==> config.mk <==
export PLATFORM = sky130hd
export DESIGN_NAME = packet_device_tracker_unit
export DESIGN_NICKNAME = d
export VERILOG_FILES = /design/src/rtl/core/pdt_pkg.sv /design/src/rtl/core/pdt_cell.sv /design/src/rtl/core/packet_device_tracker_unit.sv
export SDC_FILE = /design/constraint.sdc
export NUM_CORES = 2
export LEC_CHECK = 0
export ABC_AREA = 1
export BUFFER_PORTS_ARGS = -buffer_cell sky130_fd_sc_hd__buf_2
export CAP_MARGIN = 20
export CORE_ASPECT_RATIO = 2
export CORE_MARGIN = 8
export CORE_UTILIZATION = 30
export DETAILED_ROUTE_END_ITERATION = 12
export PLACE_DENSITY_LB_ADDON = 0.25
export SYNTH_ARGS = -nofsm -noshare
export SYNTH_HDL_FRONTEND = slang
export SYNTH_SLANG_ARGS = --single-unit
==> constraint.sdc <==
create_clock -name clock -period 15.7 [get_ports clock]
set_clock_uncertainty 0.15 [all_clocks]
set_input_delay 0.785 -clock clock [delete_from_list [all_inputs] [get_ports clock]]
set_output_delay 0.785 -clock clock [all_outputs]
set_load 0.005 [all_outputs]
==> src/rtl/core/pdt_pkg.sv <==
`timescale 1ns / 1ps
`default_nettype none

package pdt_pkg;

   // Field widths
   localparam int TICK_W    = 64;
   localparam int ADDR_W    = 40;
   localparam int HASH_W    = 32;
   localparam int LEN_W     = 3;
   localparam int DELTA_W   = 16;
   localparam int SLOT_W    = 3;
   localparam int CFG_W     = 16;
   // index field wide enough for the largest table (64 entries)
   localparam int IDX_W     = 6;
   localparam logic [LEN_W-1:0] ADDR_MAX_BYTES = 3'd5;
   localparam logic [DELTA_W-1:0] DELTA_SAT = 16'hFFFF;
   localparam logic [CFG_W-1:0] BURST_RESET = 16'd12;
   localparam logic [CFG_W-1:0] RETRY_RESET = 16'd1000;

   // Result outcome codes
   typedef enum logic [1:0] {
      OUT_SKIP  = 2'd0,
      OUT_ALLOC = 2'd1,
      OUT_MATCH = 2'd2
   } outcome_type;

   // Controller states
   typedef enum logic [1:0] {
      ST_IDLE,
      ST_SCAN,
      ST_EVAL,
      ST_DONE
   } state_type;

   // Request as broadcast to every cell
   typedef struct packed {
      logic [TICK_W-1:0] tick;
      logic [LEN_W-1:0]  len;
      logic [ADDR_W-1:0] addr;
      logic [HASH_W-1:0] hash;
   } req_type;

   // Search token handed from cell to cell
   typedef struct packed {
      logic              vld;
      logic              hit;
      logic [IDX_W-1:0]  hit_idx;
      logic [TICK_W-1:0] hit_tick;
      logic [HASH_W-1:0] hit_hash;
      logic              free;
      logic [IDX_W-1:0]  free_idx;
      logic              have;
      logic [IDX_W-1:0]  old_idx;
      logic [TICK_W-1:0] old_tick;
   } tok_type;

   // Entry update broadcast
   typedef struct packed {
      logic             en;
      logic             alloc;
      logic [IDX_W-1:0] idx;
   } wr_type;

   // Bit mask covering the first len address bytes
   function automatic logic [ADDR_W-1:0] byte_mask(input logic [LEN_W-1:0] len);
      logic [ADDR_W-1:0] m;
      m = '0;
      for (int b = 0; b < 5; b++) begin
         if (LEN_W'(b) < len) begin
            m[b*8 +: 8] = 8'hFF;
         end
      end
      return m;
   endfunction

endpackage

`default_nettype wire

==> src/rtl/core/pdt_cell.sv <==
`timescale 1ns / 1ps
`default_nettype none

module pdt_cell #(
   parameter int CELL_IDX = 0
) (
   input  wire logic             clock,
   input  wire logic             reset,
   input  wire pdt_pkg::req_type req,
   input  wire pdt_pkg::tok_type tok_in,
   input  wire pdt_pkg::wr_type  wr,
   output pdt_pkg::tok_type      tok_out
);
   import pdt_pkg::*;

   localparam logic [IDX_W-1:0] ME = IDX_W'(CELL_IDX);

   logic              used_ff;
   logic [LEN_W-1:0]  len_ff;
   logic [ADDR_W-1:0] addr_ff;
   logic [TICK_W-1:0] tick_ff;
   logic [HASH_W-1:0] hash_ff;
   tok_type           tok_ff;
   tok_type           tok_in_n;
   logic              match;
   logic              sel;

   // Local compare against the held request
   assign match = used_ff && (len_ff == req.len) &&
                  (((addr_ff ^ req.addr) & byte_mask(req.len)) == '0);
   assign sel   = wr.en && (wr.idx == ME);

   // Fold this entry into the passing token
   always_comb begin
      tok_in_n = tok_in;
      if (!tok_in.hit && match) begin
         tok_in_n.hit      = 1'b1;
         tok_in_n.hit_idx  = ME;
         tok_in_n.hit_tick = tick_ff;
         tok_in_n.hit_hash = hash_ff;
      end
      if (!tok_in.free && !used_ff) begin
         tok_in_n.free     = 1'b1;
         tok_in_n.free_idx = ME;
      end
      if (used_ff && (!tok_in.have || (tick_ff < tok_in.old_tick))) begin
         tok_in_n.have     = 1'b1;
         tok_in_n.old_idx  = ME;
         tok_in_n.old_tick = tick_ff;
      end
   end

   // Token stage
   always_ff @(posedge clock) begin
      if (reset) begin
         tok_ff <= '0;
      end else begin
         tok_ff <= tok_in_n;
      end
   end

   // Entry state
   always_ff @(posedge clock) begin
      if (reset) begin
         used_ff <= 1'b0;
      end else if (sel) begin
         used_ff <= 1'b1;
      end
   end

   always_ff @(posedge clock) begin
      if (sel) begin
         tick_ff <= req.tick;
         hash_ff <= req.hash;
         if (wr.alloc) begin
            len_ff  <= req.len;
            addr_ff <= req.addr;
         end
      end
   end

   assign tok_out = tok_ff;

endmodule

`default_nettype wire

==> src/rtl/core/packet_device_tracker_unit.sv <==
`timescale 1ns / 1ps
`default_nettype none

// Channel   Dir  Width  Contents
// req_*     in   144    tick, address_length, address, pkt_hash
// rsp_*     out  24     outcome, slot, delta_ticks, burst, retry
// csr_*     in   32     burst_limit @0x0, retry_window @0x4
//
// One request at a time: after accept the request passes the scan state,
// where the search token walks the cell chain one entry per cycle, then
// the eval and done states; the input is free again once its result is
// loaded. A skipped request goes from accept straight to the done state.
// Synchronous active-high reset empties the table and loads register defaults.
// A result waits in the output register; the next request is accepted
// while it waits, and the block stalls only before loading a new result.

module packet_device_tracker_unit #(
   parameter int DEVICES = 8
) (
   input  wire logic          clock,
   input  wire logic          reset,
   input  wire logic          req_tvalid,
   output logic               req_tready,
   // tick[63:0], address_length[71:64], address[111:72], pkt_hash[143:112]
   input  wire logic [143:0]  req_tdata,
   output logic               rsp_tvalid,
   input  wire logic          rsp_tready,
   // outcome[1:0], slot[4:2], delta_ticks[20:5], burst[21], retry[22], zero[23]
   output logic [23:0]        rsp_tdata,
   input  wire logic          csr_psel,
   input  wire logic          csr_penable,
   input  wire logic          csr_pwrite,
   input  wire logic [2:0]    csr_paddr,
   input  wire logic [31:0]   csr_pwdata,
   output logic [31:0]        csr_prdata,
   output logic               csr_pready
);
   import pdt_pkg::*;

   state_type state_ff, state_in;

   logic [CFG_W-1:0] burst_ff, window_ff;
   req_type          req_ff;
   logic             skip_ff;
   logic             start_ff;
   tok_type          hold_ff;
   logic [TICK_W-1:0] diff_ff;
   logic             gt_ff, lastnz_ff, hasheq_ff;

   logic [1:0]         rsp_outcome_ff;
   logic [SLOT_W-1:0]  rsp_slot_ff;
   logic [DELTA_W-1:0] rsp_delta_ff;
   logic               rsp_burst_ff, rsp_retry_ff, rsp_vld_ff;

   logic               accept, start, latch_tok, load_rsp, in_skip;
   logic [7:0]         in_len;
   logic [LEN_W-1:0]   len_clamped;
   wr_type             wr;
   tok_type            tok [0:DEVICES];
   tok_type            inject;

   logic [1:0]         res_outcome;
   logic [IDX_W-1:0]   res_idx;
   logic [DELTA_W-1:0] res_delta;
   logic               res_burst, res_retry;

   // Configuration port
   assign csr_pready = 1'b1;
   assign csr_prdata = csr_paddr[2] ? {16'd0, window_ff} : {16'd0, burst_ff};

   always_ff @(posedge clock) begin
      if (reset) begin
         burst_ff  <= BURST_RESET;
         window_ff <= RETRY_RESET;
      end else if (csr_psel && csr_penable && csr_pwrite && csr_pready) begin
         if (csr_paddr[2]) begin
            window_ff <= csr_pwdata[CFG_W-1:0];
         end else begin
            burst_ff <= csr_pwdata[CFG_W-1:0];
         end
      end
   end

   // Request decode
   assign in_len      = req_tdata[71:64];
   assign in_skip     = (in_len == 8'd0);
   assign len_clamped = (in_len > 8'(ADDR_MAX_BYTES)) ? ADDR_MAX_BYTES : in_len[LEN_W-1:0];

   // Next state
   always_comb begin
      state_in = state_ff;
      unique case (state_ff)
         ST_IDLE: if (req_tvalid) begin
            state_in = in_skip ? ST_DONE : ST_SCAN;
         end
         ST_SCAN: if (tok[DEVICES].vld) begin
            state_in = ST_EVAL;
         end
         ST_EVAL: state_in = ST_DONE;
         ST_DONE: if (!rsp_vld_ff || rsp_tready) begin
            state_in = ST_IDLE;
         end
         default: state_in = ST_IDLE;
      endcase
   end

   // Controller outputs
   always_comb begin
      req_tready = (state_ff == ST_IDLE);
      accept     = req_tready && req_tvalid;
      start      = accept && !in_skip;
      latch_tok  = (state_ff == ST_SCAN) && tok[DEVICES].vld;
      load_rsp   = (state_ff == ST_DONE) && (!rsp_vld_ff || rsp_tready);
      wr.en      = load_rsp && !skip_ff;
      wr.alloc   = !hold_ff.hit;
      wr.idx     = res_idx;
   end

   always_ff @(posedge clock) begin
      if (reset) begin
         state_ff <= ST_IDLE;
         start_ff <= 1'b0;
      end else begin
         state_ff <= state_in;
         start_ff <= start;
      end
   end

   // Held request
   always_ff @(posedge clock) begin
      if (accept) begin
         req_ff.tick <= req_tdata[63:0];
         req_ff.len  <= len_clamped;
         req_ff.addr <= req_tdata[111:72];
         req_ff.hash <= req_tdata[143:112];
         skip_ff     <= in_skip;
      end
   end

   // Cell chain
   always_comb begin
      inject     = '0;
      inject.vld = start_ff;
   end
   assign tok[0] = inject;

   for (genvar g = 0; g < DEVICES; g++) begin : g_cell
      pdt_cell #(
         .CELL_IDX(g)
      ) u_cell (
         .clock   (clock),
         .reset   (reset),
         .req     (req_ff),
         .tok_in  (tok[g]),
         .wr      (wr),
         .tok_out (tok[g+1])
      );
   end

   // Capture the finished token, then the tick difference
   always_ff @(posedge clock) begin
      if (latch_tok) begin
         hold_ff <= tok[DEVICES];
      end
      if (state_ff == ST_EVAL) begin
         diff_ff   <= req_ff.tick - hold_ff.hit_tick;
         gt_ff     <= req_ff.tick > hold_ff.hit_tick;
         lastnz_ff <= hold_ff.hit_tick != '0;
         hasheq_ff <= (hold_ff.hit_hash != '0) && (hold_ff.hit_hash == req_ff.hash);
      end
   end

   // Result fields
   always_comb begin
      res_outcome = OUT_SKIP;
      res_idx     = '0;
      res_delta   = '0;
      res_burst   = 1'b0;
      res_retry   = 1'b0;
      if (hold_ff.hit) begin
         res_outcome = OUT_MATCH;
         res_idx     = hold_ff.hit_idx;
         if (gt_ff && lastnz_ff) begin
            res_delta = (diff_ff[TICK_W-1:DELTA_W] != '0) ? DELTA_SAT
                                                          : diff_ff[DELTA_W-1:0];
            res_burst = (res_delta <= burst_ff);
         end
         res_retry = hasheq_ff && gt_ff && (diff_ff[TICK_W-1:CFG_W] == '0) &&
                     (diff_ff[CFG_W-1:0] <= window_ff);
      end else begin
         res_outcome = OUT_ALLOC;
         res_idx     = hold_ff.free ? hold_ff.free_idx : hold_ff.old_idx;
      end
   end

   // Output register
   always_ff @(posedge clock) begin
      if (reset) begin
         rsp_vld_ff <= 1'b0;
      end else if (load_rsp) begin
         rsp_vld_ff <= 1'b1;
      end else if (rsp_tready) begin
         rsp_vld_ff <= 1'b0;
      end
   end

   always_ff @(posedge clock) begin
      if (load_rsp) begin
         if (skip_ff) begin
            rsp_outcome_ff <= OUT_SKIP;
            rsp_slot_ff    <= '0;
            rsp_delta_ff   <= '0;
            rsp_burst_ff   <= 1'b0;
            rsp_retry_ff   <= 1'b0;
         end else begin
            rsp_outcome_ff <= res_outcome;
            rsp_slot_ff    <= res_idx[SLOT_W-1:0];
            rsp_delta_ff   <= res_delta;
            rsp_burst_ff   <= res_burst;
            rsp_retry_ff   <= res_retry;
         end
      end
   end

   assign rsp_tvalid = rsp_vld_ff;
   assign rsp_tdata  = {1'b0, rsp_retry_ff, rsp_burst_ff, rsp_delta_ff,
                        rsp_slot_ff, rsp_outcome_ff};

endmodule

`default_nettype wire

[Yosys cells after proc, flatten, opt, wreduce, memory -nomap -nowiden]
Cells that the tools add are included.
Storage, ports and cells
  flip-flop bits (word level): 2893
  bits of input ports: 186
  output and inout port bits: 59
Operators by class
  add/subtract/negate cells: 1
  order comparisons: 16
  equality and inequality tests: 22
  multiplexer cells: 41
  bitwise logic cells: 21
  reductions and logical operators: 148
Operators by type and width (count)
  103-bit two-way mux: 8
  71-bit two-way mux: 7
  64-bit less-than comparator: 7
  40-bit bitwise AND: 8
  40-bit logical NOT: 8
  40-bit bitwise XOR: 8
  67-bit two-way mux: 1
  64-bit greater-than comparator: 1
  64-bit nonzero test: 1
  64-bit subtractor: 1
  1-bit logical AND: 57
  7-bit two-way mux: 8
  48-bit logical NOT: 1
  48-bit nonzero test: 1
  2-bit OR reduction: 24
  8-bit two-way mux: 5
  32-bit == test: 1
  16-bit less-or-equal comparator: 2
  16-bit two-way mux: 2
  32-bit nonzero test: 1
  1-bit logical NOT: 31
  3-bit == test: 8
  6-bit by 3-bit == test with 1-bit output (second input constant): 4
  2-bit AND reduction: 10
  other kinds (22): 44

[Depth between registers and ports, before layout]
  word-level depth: 7
  gate-level depth with buffers: 20

[By module]
A second synthesis with hierarchy kept.
Second synthesis, totals
  cells, all modules: 16177
  area, all modules: 136135.6 um^2
Modules (own cells, without submodules)
  pdt_cell (g_cell[1].u_cell ...): times used 3, cells each 1735, area an instance 14458.9 um^2
  pdt_cell (g_cell[5].u_cell ...): times used 2, cells each 1742, area an instance 14505.2 um^2
  packet_device_tracker_unit: times used 1, cells each 2287, area an instance 20307.0 um^2
  pdt_cell (g_cell[3].u_cell): times used 1, cells each 1741, area an instance 14500.2 um^2
  pdt_cell (g_cell[7].u_cell): times used 1, cells each 1732, area an instance 14490.1 um^2
  pdt_cell (g_cell[0].u_cell): times used 1, cells each 1728, area an instance 14451.4 um^2

[Worst setup path before layout]
No wires, ideal clock.
  path kind: input-to-reg
  start point: input rsp_tready
  end point: register g_cell[5].u_cell.addr_ff[0] (enable)
  setup time: 0.443 ns
  data arrival time: 8.014 ns
  data required time: 15.107 ns
  path slack: 7.093 ns
  stages: 8
  path through: inv_1 nand2_1 nand2_1 inv_1 nand2_1 nor2_1 inv_1 nor2_1
Between the ends
  word-level cells in the longest chain between the ends: 5
RTL lines
  start: declaration: line packet_device_tracker_unit.sv:27  | input wire logic rsp_tready,
  1-bit logical OR: line packet_device_tracker_unit.sv:113  | load_rsp = (state_ff == ST_DONE) && (!rsp_vld_ff || rsp_tready);
  1-bit logical AND: line packet_device_tracker_unit.sv:113
  net load_rsp: line packet_device_tracker_unit.sv:55  | logic accept, start, latch_tok, load_rsp, in_skip;
  1-bit logical AND: line packet_device_tracker_unit.sv:114  | wr.en = load_rsp && !skip_ff;
  1-bit logical AND: line pdt_cell.sv:31  | assign sel = wr.en && (wr.idx == ME);
  net g_cell[5].u_cell.sel: line pdt_cell.sv:26  | logic sel;
  2-bit AND reduction (no line)
  end signal: assignment: line pdt_cell.sv:77  | addr_ff <= req.addr;
  end: declaration: line pdt_cell.sv:20  | logic [ADDR_W-1:0] addr_ff;
The timed path passes the listed nets, and every way through them passes these cells.
A chain may end at the register's enable or synchronous reset.

[Final worst setup path]
  start point: register req_ff[75] (netlist name)
  end point: register diff_ff[58], data pin
Between the ends
  word-level cells in the longest chain between the ends: 1
RTL lines
  start: declaration: line packet_device_tracker_unit.sv:43  | req_type req_ff;
  64-bit subtractor: line packet_device_tracker_unit.sv:166  | diff_ff <= req_ff.tick - hold_ff.hit_tick;
  end signal: assignment: line packet_device_tracker_unit.sv:166
  end: declaration: line packet_device_tracker_unit.sv:47  | logic [TICK_W-1:0] diff_ff;
Every way passes these cells.

==> results.md <==
* Vias in the first global route at 76300
* Simple-gate share of the synthesized area at 17.4%
* Setup Viol. Count Final at 0
* CTS tree: done
* Boundary Pins at 245
* Final Cycle Share at 29.0%
* Most frequent cells in the layout: nor2_1 (1780), nand2_1 (1647), inv_1 (1460)
* Post-Synthesis Cell Area at 115000 µm²
* Reg power frac at 52.7%
* Slowest stage delay, CP at 0.90 ns
* Clk sinks at 2791
* Global-route wire length before repair at 462000 µm
* CTS Root Cell: clkbuf_16
* Port bufs at 208
* Drt drc at 0
* Slowest-stage cell, CP: o21ai_0
* Mapped Cells at 11800
* Die ar. at 405000 µm²
* Total track usage at 14.5%
* Pre-Repair DR Iteration Count at 5
* Power Density at 120 nW/µm²
* Worst-case reg-to-reg path depth at 12
* Layout cells sized above 1 at 6.67%
* Setup_tns at 0 ns
* CP delay by family, top: compound AO/OA/AOI/OAI gates
* Leak at 51.6 nW
* Final Hold Fails at 0
* P_sw at 3.75 mW
* Compound-gate portion of the synthesized area at 5.68%
* Average wire per standard cell at 17.6 µm
* WL final at 302000 µm
* Synthesis-to-layout area growth at 14.4%
* Netlist cell types at 54
* Number of synthesized register bits at 2791
* XOR/XNOR share of the synthesized area at 2.90%
* Mux cell area share after synthesis at 0%
* Internal power at 12.1 mW
* Worst-path cell chain: inv_1, ha_1, fa_1, nand3b_1, nand2_1, a21boi_0, o21bai_1, a21oi_1, o21ai_0, nand3_1, nand3_1, nand2_1
* RSZ-0062 raised after global routing: false
* Reg clk slew, reported paths at 0.07 ns
* FF-to-FF Start: req_ff[75]
* Die H at 892 µm
* Largest net degree at the start of global routing at 236
* Synth Warn # at 0
* H-tree levels at 5
* DP HPWL at 202000 µm
* Clock Tree Buf Depth at 4
* Synth Flop Type: edfxtp_1
* Adder-Cell Fraction of Synth Area at 5.89%
* Crit path max fanout at 9
* Remaining antenna violation count at 0
* Critical R2R Capture: diff_ff[58]
* Hold Path End: burst_ff[12]
* Worst hold path startpoint: csr_pwdata[12]
* Core Area at 383000 µm²
* Synth Area per Inst at 9.79 µm²
* Max Slew Vio Count at 0
* Fmax at 220 MHz
* Combinational share of power at 5.3%
* Placer Congestion at 0.852
* Number of core rows at 322
* R2R setup slack at 11.15 ns
* Total grt overflow at 0
* Cells on Worst Hold Path at 3
* Fillcell total at 38500
* CP endpoint kind: flip-flop
* Vias at 76900
* CP Class: flip-flop to flip-flop
* Status: completed
* Sw Ratio at 23.7%
* Rel. slew slack at 24.4%
* Clock Latency Late Sink at 0.95 ns
* Min-Delay Path Class: input pin to flip-flop
* Quantity of gates resized following cts at 0
* First-iteration detailed-routing DRC count at 4982
* Actual slew at the worst max-slew pin at 1.13 ns
* Vias/cell at 4.48
* Nets at 12700
* Worst Path Buf+Inv at 1
* Total Power at 15.8 mW
* Critical path required time at 16.19 ns
* Commonest non-fill, non-tap cell in the layout: nor2_1
* EDFF count, synth at 1449
* Initial antenna violation count at 15
* Sequential area share after synthesis at 61.1%
* Starting Density at 30.1%
* Min cycle time layout at 4.55 ns
* CP arrival at 5.05 ns
* Max cap viols at 0
* Die X at 454 µm
* Clock network power share at 42.0%
* CTS Buf Count at 276
* Largest family of logic cells by synthesized area: simple AND/OR/NAND/NOR gates
* FFs w/ async S/R, synth at 0%
* Worst Setup Start Kind: flip-flop
* VDD IR max at 0.160 mV
[cells in the mapped netlist, types with 64 or more instances]
cell / instances / area [µm²]
a21oi_1: 661 / 3310
buf_1: 64 / 240
buf_2: 127 / 636
clkbuf_1: 348 / 1310
dfxtp_1: 1342 / 26900
edfxtp_1: 1449 / 43500
ha_1: 541 / 6770
inv_1: 1463 / 5490
nand2_1: 1656 / 6220
nand3_1: 709 / 3550
nand4_1: 419 / 2620
nor2_1: 1796 / 6740
o21ai_0: 439 / 2200
xnor2_1: 226 / 1980
xor2_1: 156 / 1370
[kinds of logic (layout without fill, tap and decap cells)]
kind of cell,count (synthesis),count (layout)
AOI/OAI and AO/OA,1259,1259
and+or+nand+nor,4736,4736
adders and majority gates,542,542
DFF,2791,2791
xor gates and xnor gates,382,382
buffers and inverters,2055,2432
other,2,22
[cell type report]
class / instances / area, µm² / area share (%)
clock buffers: 373 / 7780 / 5.90
well taps: 5022 / 6280 / 4.77
multi-input cells: 6937 / 37100 / 28.1
inverters: 1476 / 5570 / 4.23
repair buffers: 462 / 3400 / 2.58
diodes: 4 / 10.0 / 0.00760
clock inverters: 121 / 1230 / 0.937
flip-flops and latches: 2791 / 70400 / 53.4
[worst register-to-register path, delay by kind of cell, from the launching register on]
kind | cells | cell delay (ns)
simple gates | 5 | 0.73
flops | 1 | 0.73
buf+inv | 1 | 0.33
fa+ha+maj | 2 | 0.69
compound gates | 4 | 1.69
[sequential cells by signal (all words and copies together), names as in the netlist]
| name | flops |
|---|---|
| rsp_tvalid | 1 |
| state_ff | 2 |
| diff_ff | 64 |
| g_cell.u_cell.hash_ff | 256 |
| g_cell.u_cell.len_ff | 24 |
| rsp_burst_ff | 1 |
| rsp_delta_ff | 16 |
| skip_ff | 1 |
| lastnz_ff | 1 |
| gt_ff | 1 |
| g_cell.u_cell.tok_out | 1298 |
| g_cell.u_cell.used_ff | 8 |
| req_ff | 139 |
| hold_ff | 107 |
| g_cell.u_cell.tick_ff | 512 |
| window_ff | 16 |
| burst_ff | 16 |
| hasheq_ff | 1 |
| rsp_outcome_ff | 2 |
| rsp_slot_ff | 3 |
| rsp_retry_ff | 1 |
| start_ff | 1 |
| g_cell.u_cell.addr_ff | 320 |
[metal layers]
metal | part of all wire, % | GRT usage (%)
met2 | 47 | 24.6
met4 | 2.9 | 4.39
met5 | 0.0026 | 0
met3 | 4.3 | 2.09
met1 | 45 | 19.0
[power groups by stage]
stage	Clock, mW	Combinational [mW]	Sequential, mW
after floorplan	0	0.587	8.28
after global placement	0	0.807	8.52
after detailed placement	0	0.822	8.52
after CTS	6.88	0.853	8.37
after global routing	7.14	0.941	8.39
final	6.65	0.839	8.35
[through the flow]
step	instances	hold WS (ns)	util [%]	setup WS [ns]	cell area, µm²
2_1_floorplan	11800	0.236	-	7.09	115000
3_3_place_gp	16500	0.236	31.6	10.50	121000
3_5_place_dp	16500	0.239	31.6	10.46	121000
4_1_cts	17200	0.00188	34.4	10.96	132000
5_1_grt	17200	0.0301	34.4	10.82	132000
6_report	17200	0.0597	34.4	11.15	132000
[how the worst max path moves through the flow]
stage,startpoint,endpoint,slack (ns),cells after the start
finish,req_ff[75],diff_ff[58],11.15,12
CTS,hold_ff[180],g_cell[2].u_cell.hash_ff[24],10.96,8
global placement,reset,g_cell[0].u_cell.tok_out[83],10.50,10
detailed placement,reset,g_cell[0].u_cell.tok_out[93],10.46,10
global route,req_ff[52],g_cell[5].u_cell.tok_out[136],10.82,11
floorplan,rsp_tready,g_cell[5].u_cell.addr_ff[0],7.09,8
[timing repair]
item                      4_1_cts  5_1_grt
hold endpoints to repair      141        0
buffers inserted                0        0
hold buffers                  142        0
(Power assumes the default switching activity.)
